File: src/hw/rtl/rcfe_pkg.sv
package rcfe_pkg;

    localparam int CHAN_W      = 16;
    localparam int VAL_W       = 11;
    localparam int BYTE_W      = 8;
    localparam int PEND_W      = 7;
    localparam int PCNT_W      = 3;
    localparam int IDX_W       = 4;
    localparam int ACC_W       = PEND_W + VAL_W;
    localparam int CFG_IDX_W   = 2;
    localparam int CFG_DATA_W  = 11;
    localparam int QDEPTH      = 4;
    localparam int QPTR_W      = 2;
    localparam int QCNT_W      = 3;

    localparam logic [BYTE_W-1:0] CRC_POLY       = 8'hD5;
    localparam logic [BYTE_W-1:0] FRAME_LEN_BYTE = 8'd24;
    localparam logic [IDX_W-1:0]  LAST_CHANNEL   = 4'd15;
    localparam logic [PCNT_W-1:0] TWO_BYTE_CNT   = 3'd5;
    localparam logic [PCNT_W-1:0] ONE_BYTE_ADD   = 3'd3;

    localparam logic [BYTE_W-1:0]     RST_DEST  = 8'd200;
    localparam logic [BYTE_W-1:0]     RST_TYPE  = 8'd22;
    localparam logic [VAL_W-1:0]      RST_MIN   = 11'd172;
    localparam logic [VAL_W-1:0]      RST_MAX   = 11'd1811;

    typedef enum logic [CFG_IDX_W-1:0] {
        CFG_DEST = 2'd0,
        CFG_TYPE = 2'd1,
        CFG_MIN  = 2'd2,
        CFG_MAX  = 2'd3
    } t_cfg_idx;

    typedef struct packed {
        logic [BYTE_W-1:0] dest;
        logic [BYTE_W-1:0] ftype;
        logic [VAL_W-1:0]  ch_min;
        logic [VAL_W-1:0]  ch_max;
    } t_cfg;

    // one channel worth of work for the byte sequencer
    typedef struct packed {
        logic              first;
        logic              last;
        logic              two;
        logic [BYTE_W-1:0] byte0;
        logic [BYTE_W-1:0] byte1;
    } t_job;

    typedef enum logic [6:0] {
        S_IDLE = 7'b0000001,
        S_ADDR = 7'b0000010,
        S_LEN  = 7'b0000100,
        S_TYPE = 7'b0001000,
        S_D0   = 7'b0010000,
        S_D1   = 7'b0100000,
        S_CRC  = 7'b1000000
    } t_step;

    function automatic logic [BYTE_W-1:0] crc_update(input logic [BYTE_W-1:0] crc,
                                                     input logic [BYTE_W-1:0] data);
        logic [BYTE_W-1:0] c;
        c = crc ^ data;
        for (int i = 0; i < BYTE_W; i++) begin
            if (c[BYTE_W-1]) begin
                c = (c << 1) ^ CRC_POLY;
            end else begin
                c = c << 1;
            end
        end
        return c;
    endfunction

endpackage

File: src/hw/rtl/rcfe_chan_if.sv
interface rcfe_chan_if;
    logic        valid;
    logic        ready;
    logic [15:0] channel_value;

    modport source (output valid, output channel_value, input ready);
    modport sink (input valid, input channel_value, output ready);
endinterface

File: src/hw/rtl/rcfe_byte_if.sv
interface rcfe_byte_if;
    logic       valid;
    logic       ready;
    logic [7:0] out_byte;
    logic       frame_last;

    modport source (output valid, output out_byte, output frame_last, input ready);
    modport sink (input valid, input out_byte, input frame_last, output ready);
endinterface

File: src/hw/rtl/rcfe_front.sv
module rcfe_front (
    input  logic              i_clk,
    input  logic              i_rst_n,
    input  rcfe_pkg::t_cfg    i_cfg,
    rcfe_chan_if.sink         i_chan,
    input  logic              i_q_full,
    output logic              o_push,
    output rcfe_pkg::t_job    o_job
);
    import rcfe_pkg::*;

    logic [IDX_W-1:0]  r_idx;
    logic [PEND_W-1:0] r_pend;
    logic [PCNT_W-1:0] r_cnt;
    logic [IDX_W-1:0]  n_idx;
    logic [PEND_W-1:0] n_pend;
    logic [PCNT_W-1:0] n_cnt;

    logic              first;
    logic              last;
    logic              two;
    logic [CHAN_W-1:0] lo_clamp;
    logic [CHAN_W-1:0] hi_clamp;
    logic [VAL_W-1:0]  val;
    logic [PEND_W-1:0] pend;
    logic [PCNT_W-1:0] cnt;
    logic [ACC_W-1:0]  acc;
    logic [ACC_W-1:0]  rest;

    assign i_chan.ready = !i_q_full;
    assign o_push       = i_chan.valid && !i_q_full;

    always_comb begin
        first    = (r_idx == '0);
        last     = (r_idx == LAST_CHANNEL);
        pend     = first ? '0 : r_pend;
        cnt      = first ? '0 : r_cnt;
        // raise to min, then lower to max
        lo_clamp = (i_chan.channel_value < CHAN_W'(i_cfg.ch_min)) ?
                   CHAN_W'(i_cfg.ch_min) : i_chan.channel_value;
        hi_clamp = (lo_clamp > CHAN_W'(i_cfg.ch_max)) ? CHAN_W'(i_cfg.ch_max) : lo_clamp;
        val      = hi_clamp[VAL_W-1:0];
        acc      = ACC_W'(pend) | (ACC_W'(val) << cnt);
        two      = (cnt >= TWO_BYTE_CNT);
        rest     = two ? (acc >> 16) : (acc >> 8);
        n_idx    = r_idx + 1'b1;
        n_pend   = last ? '0 : rest[PEND_W-1:0];
        n_cnt    = last ? '0 : (two ? (cnt - TWO_BYTE_CNT) : (cnt + ONE_BYTE_ADD));
        o_job.first = first;
        o_job.last  = last;
        o_job.two   = two;
        o_job.byte0 = acc[7:0];
        o_job.byte1 = acc[15:8];
    end

    always_ff @(posedge i_clk) begin
        if (!i_rst_n) begin
            r_idx  <= '0;
            r_pend <= '0;
            r_cnt  <= '0;
        end else if (o_push) begin
            r_idx  <= n_idx;
            r_pend <= n_pend;
            r_cnt  <= n_cnt;
        end
    end

endmodule

File: src/hw/rtl/rcfe_queue.sv
module rcfe_queue (
    input  logic              i_clk,
    input  logic              i_rst_n,
    input  logic              i_push,
    input  rcfe_pkg::t_job    i_job,
    output logic              o_full,
    input  logic              i_pop,
    output logic              o_valid,
    output rcfe_pkg::t_job    o_job
);
    import rcfe_pkg::*;

    t_job              r_mem [QDEPTH];
    logic [QPTR_W-1:0] r_wr;
    logic [QPTR_W-1:0] r_rd;
    logic [QCNT_W-1:0] r_count;

    assign o_full  = (r_count == QCNT_W'(QDEPTH));
    assign o_valid = (r_count != '0);
    assign o_job   = r_mem[r_rd];

    always_ff @(posedge i_clk) begin
        if (i_push) begin
            r_mem[r_wr] <= i_job;
        end
    end

    always_ff @(posedge i_clk) begin
        if (!i_rst_n) begin
            r_wr    <= '0;
            r_rd    <= '0;
            r_count <= '0;
        end else begin
            if (i_push) begin
                r_wr <= r_wr + 1'b1;
            end
            if (i_pop) begin
                r_rd <= r_rd + 1'b1;
            end
            if (i_push && !i_pop) begin
                r_count <= r_count + 1'b1;
            end else if (!i_push && i_pop) begin
                r_count <= r_count - 1'b1;
            end
        end
    end

    a_no_overflow: assert property (@(posedge i_clk) disable iff (!i_rst_n)
        i_push |-> (!o_full || i_pop)) else $error("queue overflow");
    a_no_underflow: assert property (@(posedge i_clk) disable iff (!i_rst_n)
        i_pop |-> o_valid) else $error("queue underflow");

endmodule

File: src/hw/rtl/rcfe_back.sv
module rcfe_back (
    input  logic              i_clk,
    input  logic              i_rst_n,
    input  rcfe_pkg::t_cfg    i_cfg,
    input  logic              i_head_valid,
    input  rcfe_pkg::t_job    i_head,
    output logic              o_pop,
    rcfe_byte_if.source       o_frame
);
    import rcfe_pkg::*;

    t_step             r_step;
    t_step             n_step;
    t_step             cur;
    logic [BYTE_W-1:0] r_crc;
    logic [BYTE_W-1:0] n_crc;
    logic              r_valid;
    logic [BYTE_W-1:0] r_byte;
    logic              r_last;
    logic [BYTE_W-1:0] n_byte;
    logic              n_last;
    logic              out_free;
    logic              fire;

    assign out_free         = !r_valid || o_frame.ready;
    assign fire             = i_head_valid && out_free;
    assign o_pop            = fire && (n_step == S_IDLE);
    assign o_frame.valid    = r_valid;
    assign o_frame.out_byte = r_byte;
    assign o_frame.frame_last = r_last;

    always_comb begin
        cur = (r_step == S_IDLE) ? (i_head.first ? S_ADDR : S_D0) : r_step;
        n_byte = '0;
        n_last = 1'b0;
        n_crc  = r_crc;
        n_step = S_IDLE;
        unique case (cur)
            S_ADDR: begin
                n_byte = i_cfg.dest;
                n_step = S_LEN;
            end
            S_LEN: begin
                n_byte = FRAME_LEN_BYTE;
                n_step = S_TYPE;
            end
            S_TYPE: begin
                n_byte = i_cfg.ftype;
                n_crc  = crc_update('0, i_cfg.ftype);
                n_step = S_D0;
            end
            S_D0: begin
                n_byte = i_head.byte0;
                n_crc  = crc_update(r_crc, i_head.byte0);
                n_step = i_head.two ? S_D1 : (i_head.last ? S_CRC : S_IDLE);
            end
            S_D1: begin
                n_byte = i_head.byte1;
                n_crc  = crc_update(r_crc, i_head.byte1);
                n_step = i_head.last ? S_CRC : S_IDLE;
            end
            S_CRC: begin
                n_byte = r_crc;
                n_last = 1'b1;
                n_crc  = '0;
                n_step = S_IDLE;
            end
            default: begin
                n_step = S_IDLE;
            end
        endcase
    end

    always_ff @(posedge i_clk) begin
        if (!i_rst_n) begin
            r_step  <= S_IDLE;
            r_crc   <= '0;
            r_valid <= 1'b0;
        end else if (fire) begin
            r_step  <= n_step;
            r_crc   <= n_crc;
            r_valid <= 1'b1;
        end else if (o_frame.ready) begin
            r_valid <= 1'b0;
        end
    end

    always_ff @(posedge i_clk) begin
        if (fire) begin
            r_byte <= n_byte;
            r_last <= n_last;
        end
    end

    a_crc_cleared: assert property (@(posedge i_clk) disable iff (!i_rst_n)
        (fire && cur == S_CRC) |=> (r_crc == '0 && r_step == S_IDLE))
        else $error("crc not cleared after frame end");
    a_last_pops: assert property (@(posedge i_clk) disable iff (!i_rst_n)
        (fire && n_last) |-> o_pop) else $error("frame end without job release");
    a_step_needs_job: assert property (@(posedge i_clk) disable iff (!i_rst_n)
        (r_step != S_IDLE) |-> i_head_valid) else $error("job lost mid sequence");

endmodule

File: src/hw/rtl/rc_channel_frame_encoder.sv
// channel   | dir | handshake           | payload
// i_chan    | in  | valid/ready         | channel_value[15:0]
// o_frame   | out | valid/ready         | out_byte[7:0], frame_last
// i_cfg_*   | in  | write enable only   | index[1:0], data[10:0]
//
// an item is taken in any cycle in which the four-entry job queue has room
// the byte sequencer sends one byte per cycle unless o_frame stalls: for a frame's
// first item address, length, type, one data byte; else one or two data bytes, then
// CRC after the last; 16 items make 26 bytes, so back-to-back items fill the queue,
// as do output stalls; then i_chan.ready drops until the sequencer frees an entry
// synchronous active-low reset clears the config to defaults and starts a new frame
module rc_channel_frame_encoder (
    input  logic                               i_clk,
    input  logic                               i_rst_n,
    input  logic                               i_cfg_we,
    input  logic [rcfe_pkg::CFG_IDX_W-1:0]     i_cfg_index,
    input  logic [rcfe_pkg::CFG_DATA_W-1:0]    i_cfg_data,
    rcfe_chan_if.sink                          i_chan,
    rcfe_byte_if.source                        o_frame
);
    import rcfe_pkg::*;

    t_cfg r_cfg;
    logic q_full;
    logic push;
    t_job push_job;
    logic pop;
    logic head_valid;
    t_job head_job;

    always_ff @(posedge i_clk) begin
        if (!i_rst_n) begin
            r_cfg.dest   <= RST_DEST;
            r_cfg.ftype  <= RST_TYPE;
            r_cfg.ch_min <= RST_MIN;
            r_cfg.ch_max <= RST_MAX;
        end else if (i_cfg_we) begin
            unique case (t_cfg_idx'(i_cfg_index))
                CFG_DEST: r_cfg.dest   <= i_cfg_data[BYTE_W-1:0];
                CFG_TYPE: r_cfg.ftype  <= i_cfg_data[BYTE_W-1:0];
                CFG_MIN:  r_cfg.ch_min <= i_cfg_data[VAL_W-1:0];
                CFG_MAX:  r_cfg.ch_max <= i_cfg_data[VAL_W-1:0];
                default: begin
                end
            endcase
        end
    end

    rcfe_front u_front (
        .i_clk    (i_clk),
        .i_rst_n  (i_rst_n),
        .i_cfg    (r_cfg),
        .i_chan   (i_chan),
        .i_q_full (q_full),
        .o_push   (push),
        .o_job    (push_job)
    );

    rcfe_queue u_queue (
        .i_clk   (i_clk),
        .i_rst_n (i_rst_n),
        .i_push  (push),
        .i_job   (push_job),
        .o_full  (q_full),
        .i_pop   (pop),
        .o_valid (head_valid),
        .o_job   (head_job)
    );

    rcfe_back u_back (
        .i_clk        (i_clk),
        .i_rst_n      (i_rst_n),
        .i_cfg        (r_cfg),
        .i_head_valid (head_valid),
        .i_head       (head_job),
        .o_pop        (pop),
        .o_frame      (o_frame)
    );

endmodule
File: src/flat_wrapper.sv
// flat-port wrapper written by rule: the top's interface ports become plain ports
module rc_channel_frame_encoder_flat import rcfe_pkg::*;
  (i_clk, i_rst_n, i_cfg_we, i_cfg_index, i_cfg_data, i_chan_valid, i_chan_channel_value, i_chan_ready, o_frame_valid, o_frame_out_byte, o_frame_frame_last, o_frame_ready);
  rcfe_chan_if i_chan_i ();
  rcfe_byte_if o_frame_i ();
  input  logic i_clk;
  input  logic i_rst_n;
  input  logic i_cfg_we;
  input  logic [rcfe_pkg::CFG_IDX_W-1:0] i_cfg_index;
  input  logic [rcfe_pkg::CFG_DATA_W-1:0] i_cfg_data;
  input wire logic [$bits(i_chan_i.valid)-1:0] i_chan_valid;
  input wire logic [$bits(i_chan_i.channel_value)-1:0] i_chan_channel_value;
  output wire logic [$bits(i_chan_i.ready)-1:0] i_chan_ready;
  output wire logic [$bits(o_frame_i.valid)-1:0] o_frame_valid;
  output wire logic [$bits(o_frame_i.out_byte)-1:0] o_frame_out_byte;
  output wire logic [$bits(o_frame_i.frame_last)-1:0] o_frame_frame_last;
  input wire logic [$bits(o_frame_i.ready)-1:0] o_frame_ready;
  assign i_chan_i.valid = i_chan_valid;
  assign i_chan_i.channel_value = i_chan_channel_value;
  assign i_chan_ready = i_chan_i.ready;
  assign o_frame_valid = o_frame_i.valid;
  assign o_frame_out_byte = o_frame_i.out_byte;
  assign o_frame_frame_last = o_frame_i.frame_last;
  assign o_frame_i.ready = o_frame_ready;
  rc_channel_frame_encoder u_core (.i_clk(i_clk), .i_rst_n(i_rst_n), .i_cfg_we(i_cfg_we), .i_cfg_index(i_cfg_index), .i_cfg_data(i_cfg_data), .i_chan(i_chan_i), .o_frame(o_frame_i));
endmodule
File: config.mk
export PLATFORM = sky130hd
export DESIGN_NAME = rc_channel_frame_encoder_flat
export DESIGN_NICKNAME = d
export VERILOG_FILES = /design/src/hw/rtl/rcfe_pkg.sv /design/src/hw/rtl/rcfe_chan_if.sv /design/src/hw/rtl/rcfe_byte_if.sv /design/src/hw/rtl/rcfe_front.sv /design/src/hw/rtl/rcfe_queue.sv /design/src/hw/rtl/rcfe_back.sv /design/src/hw/rtl/rc_channel_frame_encoder.sv /design/src/flat_wrapper.sv
export SDC_FILE = /design/constraint.sdc
export NUM_CORES = 1
export LEC_CHECK = 0
export BUFFER_PORTS_ARGS = -buffer_cell sky130_fd_sc_hd__buf_2
export CAP_MARGIN = 20
export CORE_MARGIN = 2
export CORE_UTILIZATION = 40
export CTS_CLUSTER_DIAMETER = 50
export CTS_CLUSTER_SIZE = 14
export DETAILED_ROUTE_END_ITERATION = 16
export SYNTH_ARGS = -nofsm -noshare
export SYNTH_HDL_FRONTEND = slang
export SYNTH_SLANG_ARGS = --single-unit
File: constraint.sdc
create_clock -name i_clk -period 16.36 [get_ports i_clk]
set_input_delay 3.272 -clock i_clk [delete_from_list [all_inputs] [get_ports i_clk]]
set_output_delay 3.272 -clock i_clk [all_outputs]
set_load 0.01 [all_outputs]
==> summary.md <==
| Metric | Value |
|---|---|
| Status | `complete, no violations` |
| GRT Total Usage | `20.0%` |
| Final Hold Fails | `0` |
| Sequential-to-total area share from yosys stat | `45.9%` |
| Syn Nets | `~940` |
| Drt total wl | `23500 microns` |
| Setup TNS | `0 ns` |
| Peak Freq | `0.112 GHz` |
| Largest net degree at the start of global routing | `48` |
| I/O pin count | `45` |
| Die area | `between 0.02 and 0.025 sq mm` |
| Clock transition at the registers of the reported paths | `0.07 ns` |
| DP HPWL | `17000 microns` |
| Syn-to-layout area delta | `11.4%` |
| Crit-path cells | `buf_2, or4_4, a211o_1, a2111oi_0, or2_2, ha_1, nand4_1, nor4_1, o21ai_0, and2_1, a221oi_1, o32ai_1, o21ai_0, o21ai_0` |
| DR vias | `6859` |
| Starting Density | `approximately two fifths` |
| Clock skew | `0.0132 ns` |
| I/O Buffers | `44` |
| Synth Register Bits | `161` |
| CP bufs+invs | `1` |
| RSZ-0062 raised after global routing | `false` |
| CTS H-tree depth | `4` |
| Critical path's top delay family | `compound AO/OA/AOI/OAI gates` |
| WHS Path Cells | `2` |
| Worst slack at placement | `7.17 ns` |
| Non-Filler Instances | `1185` |
| Post-synthesis async set-or-reset flop share | `0%` |
| Slew Viols, Final | `0` |
| Crit-path slowest cell | `a2111oi_0` |
| Synth Area in Compound Gates | `15.5%` |
| Synthesized area per cell | `10.2 sq um` |
| Routability cong. | `0.926` |
| Post-CTS Setup Inserts | `0` |
| Final Setup Violations | `0` |
| First-pass GRT wire length | `~37000 microns` |
| Clock root buffer | `clkbuf_16` |
| Die width | `153 microns` |
| Rows | `54` |
| Hold path endpoint | `u_core.r_cfg[20]` |
| Worst skew pair latency | `0.43 ns` |
| HP Class | `reg2reg` |
| PostCTS Resize Cnt | `0` |
| EDFF count, synth | `85` |
| Synth Cell Area | `0.00888 sq mm` |
| Hold wc startpoint | `u_core.r_cfg[20]` |
| Post-Synth Simple-Gate Area | `a little over an eighth` |
| Drt pass-1 iters | `5` |
| YS warnings | `0` |
| Maxcap violations | `0` |
| Critical Path AT | `9.09 ns` |
| Cells after DPL | `1153` |
| Post-DR vias/cell | `5.79` |
| Total power | `around 1800 uW` |
| Post-DR wirelength/cell | `19.8 microns` |
| Hold_buf cts | `0` |
| Count of cell types in the netlist | `between 60 and 70` |
| Kind of critical path | `in2reg` |
| Crit-path max cell delay | `1.04 ns` |
| Crit start category | `primary input` |
| Antenna cell count | `0` |
| Global route overflow | `0` |
| Vias in the first global route | `6568` |
| Sink Count | `between 150 and 200` |
| 1st-iter DRT viols | `612` |
| Synth Area in XOR/XNOR | `9.34%` |
| Drt drc | `0` |
| Minimum setup slack in the final design | `7.42 ns` |
| Clock buffer count from CTS | `17` |
| Max IR drop VDD | `125 uV` |
| Mux share of post-synthesis cell area | `7.66%` |
| Critical Path Fanout Max | `18` |
| CP dominant cell by count | `o21ai_0` |
| Worst EP required | `16.51 ns` |
| Chip height | `between 150 and 200 microns` |
| Share of cells above drive strength 1 | `13.5%` |
| CTS tree | `built` |
| Antenna violation net count after detailed routing | `0` |
| Crit Reg-Reg Startpoint | `u_core.r_cfg[18]` |
| R2r setup slk | `10.03 ns` |
| Main combinational cell family by area after synthesis | `compound AO/OA/AOI/OAI gates` |
| Slew @ Worst Pin | `1.12 ns` |
| Worst slew margin | `23.3%` |
| Shortest period the worst path allows | `8.94 ns` |
| Final Cycle Share | `54.6%` |
| R2R Path End | `u_core.u_queue.r_mem[0][11]` |
| Leak Pwr | `0.00354 uW` |
| Cells after Synth | `between 800 and 900` |
| Post-Synth Adder-Cell Area | `4.45%` |
| Power per cell area | `roughly 180 mW/mm^2` |
| Ys flop type | `edfxtp_1` |
| Max Root-Sink Buffers | `2` |
| Core area | `between 0.02 and 0.025 sq mm` |
| FF-to-FF path depth | `15` |
| CP Capture Type | `flip-flop` |
| Antenna violations before repair | `0` |
| # nets final | `957` |
## worst min-delay path, stage by stage (launching register included)
cell and delay, ns:
dfxtp_1 0.31, nand2_1 0.05, a21oi_1 0.05
## area by class of cell
cell class	count	area, sq um
multi-input cells	621	4470
flip-flops and latches	161	4070
clock buffers	18	429
clock inverters	14	158
inverters	39	146
repair buffers	52	277
well taps	280	350
fillers	2066	11900
## state kept, by name (all words and copies together) (netlist names), named ones only
| signal | count |
|---|---|
| u_core.u_back.o_frame.valid | 1 |
| u_core.u_back.o_frame.frame_last | 1 |
| u_core.u_queue.r_wr | 2 |
| u_core.u_back.r_step | 6 |
| u_core.r_cfg | 38 |
| u_core.u_back.r_crc | 8 |
| u_core.u_queue.r_rd | 2 |
| u_core.u_front.r_idx | 4 |
| u_core.u_queue.r_count | 3 |
| u_core.u_back.o_frame.out_byte | 8 |
| u_core.u_queue.r_mem | 76 |
| u_core.u_front.r_cnt | 3 |
| u_core.u_front.r_pend | 7 |
## metal layers
metal	part of all wire [%]	global-route usage (%)
met4	3.3	7.76
met1	44	26.3
met5	0	0
met3	5.2	3.26
met2	47	33.1
## cells by family (layout without fill, tap and decap cells)
kind of cell / after synthesis / in the layout
AO/OA/AOI/OAI: 203 / 203
multiplexers: 39 / 39
adder cells (fa/ha/maj): 31 / 31
buffers and inverters: 88 / 123
AND/OR/NAND/NOR: 258 / 258
flip-flops: 161 / 161
XOR/XNOR: 90 / 90
## metrics by stage
step           utilization [%]  hold slack (ns)  instance area (sq um)
2_1_floorplan                -            0.436                   8880
3_3_place_gp              42.7            0.444                   9310
3_5_place_dp              42.7            0.452                   9310
4_1_cts                   45.4            0.462                   9900
5_1_grt                   45.4            0.492                   9900
6_report                  45.4            0.460                   9900
## where the power goes
part	switching, uW	internal, uW	leakage [uW]
sequential	44.5	507	0.00140
clock	170	228	0.000281
combinational	465	355	0.00186
total	680	1090	0.00354
## synthesized netlist by cell type, types with 3 or more instances
library cell	n	share of area (%)
a2111oi_0	7	0.69
a211oi_1	3	0.25
a21o_1	5	0.42
a21oi_1	48	2.7
a221o_1	4	0.45
a221oi_1	9	0.89
a222oi_1	8	0.90
a31oi_1	7	0.49
a32oi_1	3	0.30
and3_1	9	0.63
buf_1	3	0.13
buf_2	3	0.17
clkbuf_1	41	1.7
clkinv_1	6	0.25
dfxtp_1	76	17
edfxtp_1	85	29
ha_1	30	4.2
inv_1	33	1.4
mux2i_1	14	1.6
mux4_2	23	5.8
nand2_1	120	5.1
nand3_1	38	2.1
nor2_1	39	1.6
nor3_1	14	0.79
nor3b_1	6	0.51
nor4_1	3	0.21
o211ai_1	14	1.2
o21ai_0	42	2.4
o21ai_1	4	0.23
o221ai_1	5	0.49
o22ai_1	4	0.28
o311ai_1	4	0.39
o31ai_1	13	1.1
o32ai_1	4	0.39
or2_2	10	0.70
or3_1	5	0.35
or4_1	4	0.34
xnor2_1	59	5.8
xnor3_1	3	0.76
xor2_1	28	2.8
## worst max-delay path by stage
stage	start	end	slack, ns	cells after the start
detailed placement	i_chan_channel_value[2]	u_core.u_queue.r_mem[3][11]	7.17	16
global route	i_chan_channel_value[2]	u_core.u_queue.r_mem[0][11]	7.07	16
global placement	i_chan_channel_value[14]	u_core.u_queue.r_mem[0][12]	7.12	14
finish	i_chan_channel_value[14]	u_core.u_queue.r_mem[0][11]	7.42	14
CTS	i_chan_channel_value[2]	u_core.u_queue.r_mem[0][11]	7.58	16
floorplan	i_chan_channel_value[2]	u_core.u_queue.r_mem[0][1]	8.77	16
## placed cells by master (no fill, tap or decap), drive strengths merged, types with 6 or more instances in the layout
cell type and n:
mux2i 14, dfxtp 76, nand2 120, and3 9, o211ai 14, a222oi 8, nand3 38, edfxtp 85
xnor2 59, a21oi 48, ha 30, a2111oi 7, inv 37, xor2 28, a221oi 10, nor3 14
o21ai 46, nor2 39, a31oi 7, o31ai 14, clkinv 11, mux4 23, or2 10, buf 52
nor3b 6, clkbuf 18
No activity file was read; power rests on OpenSTA's default activity.
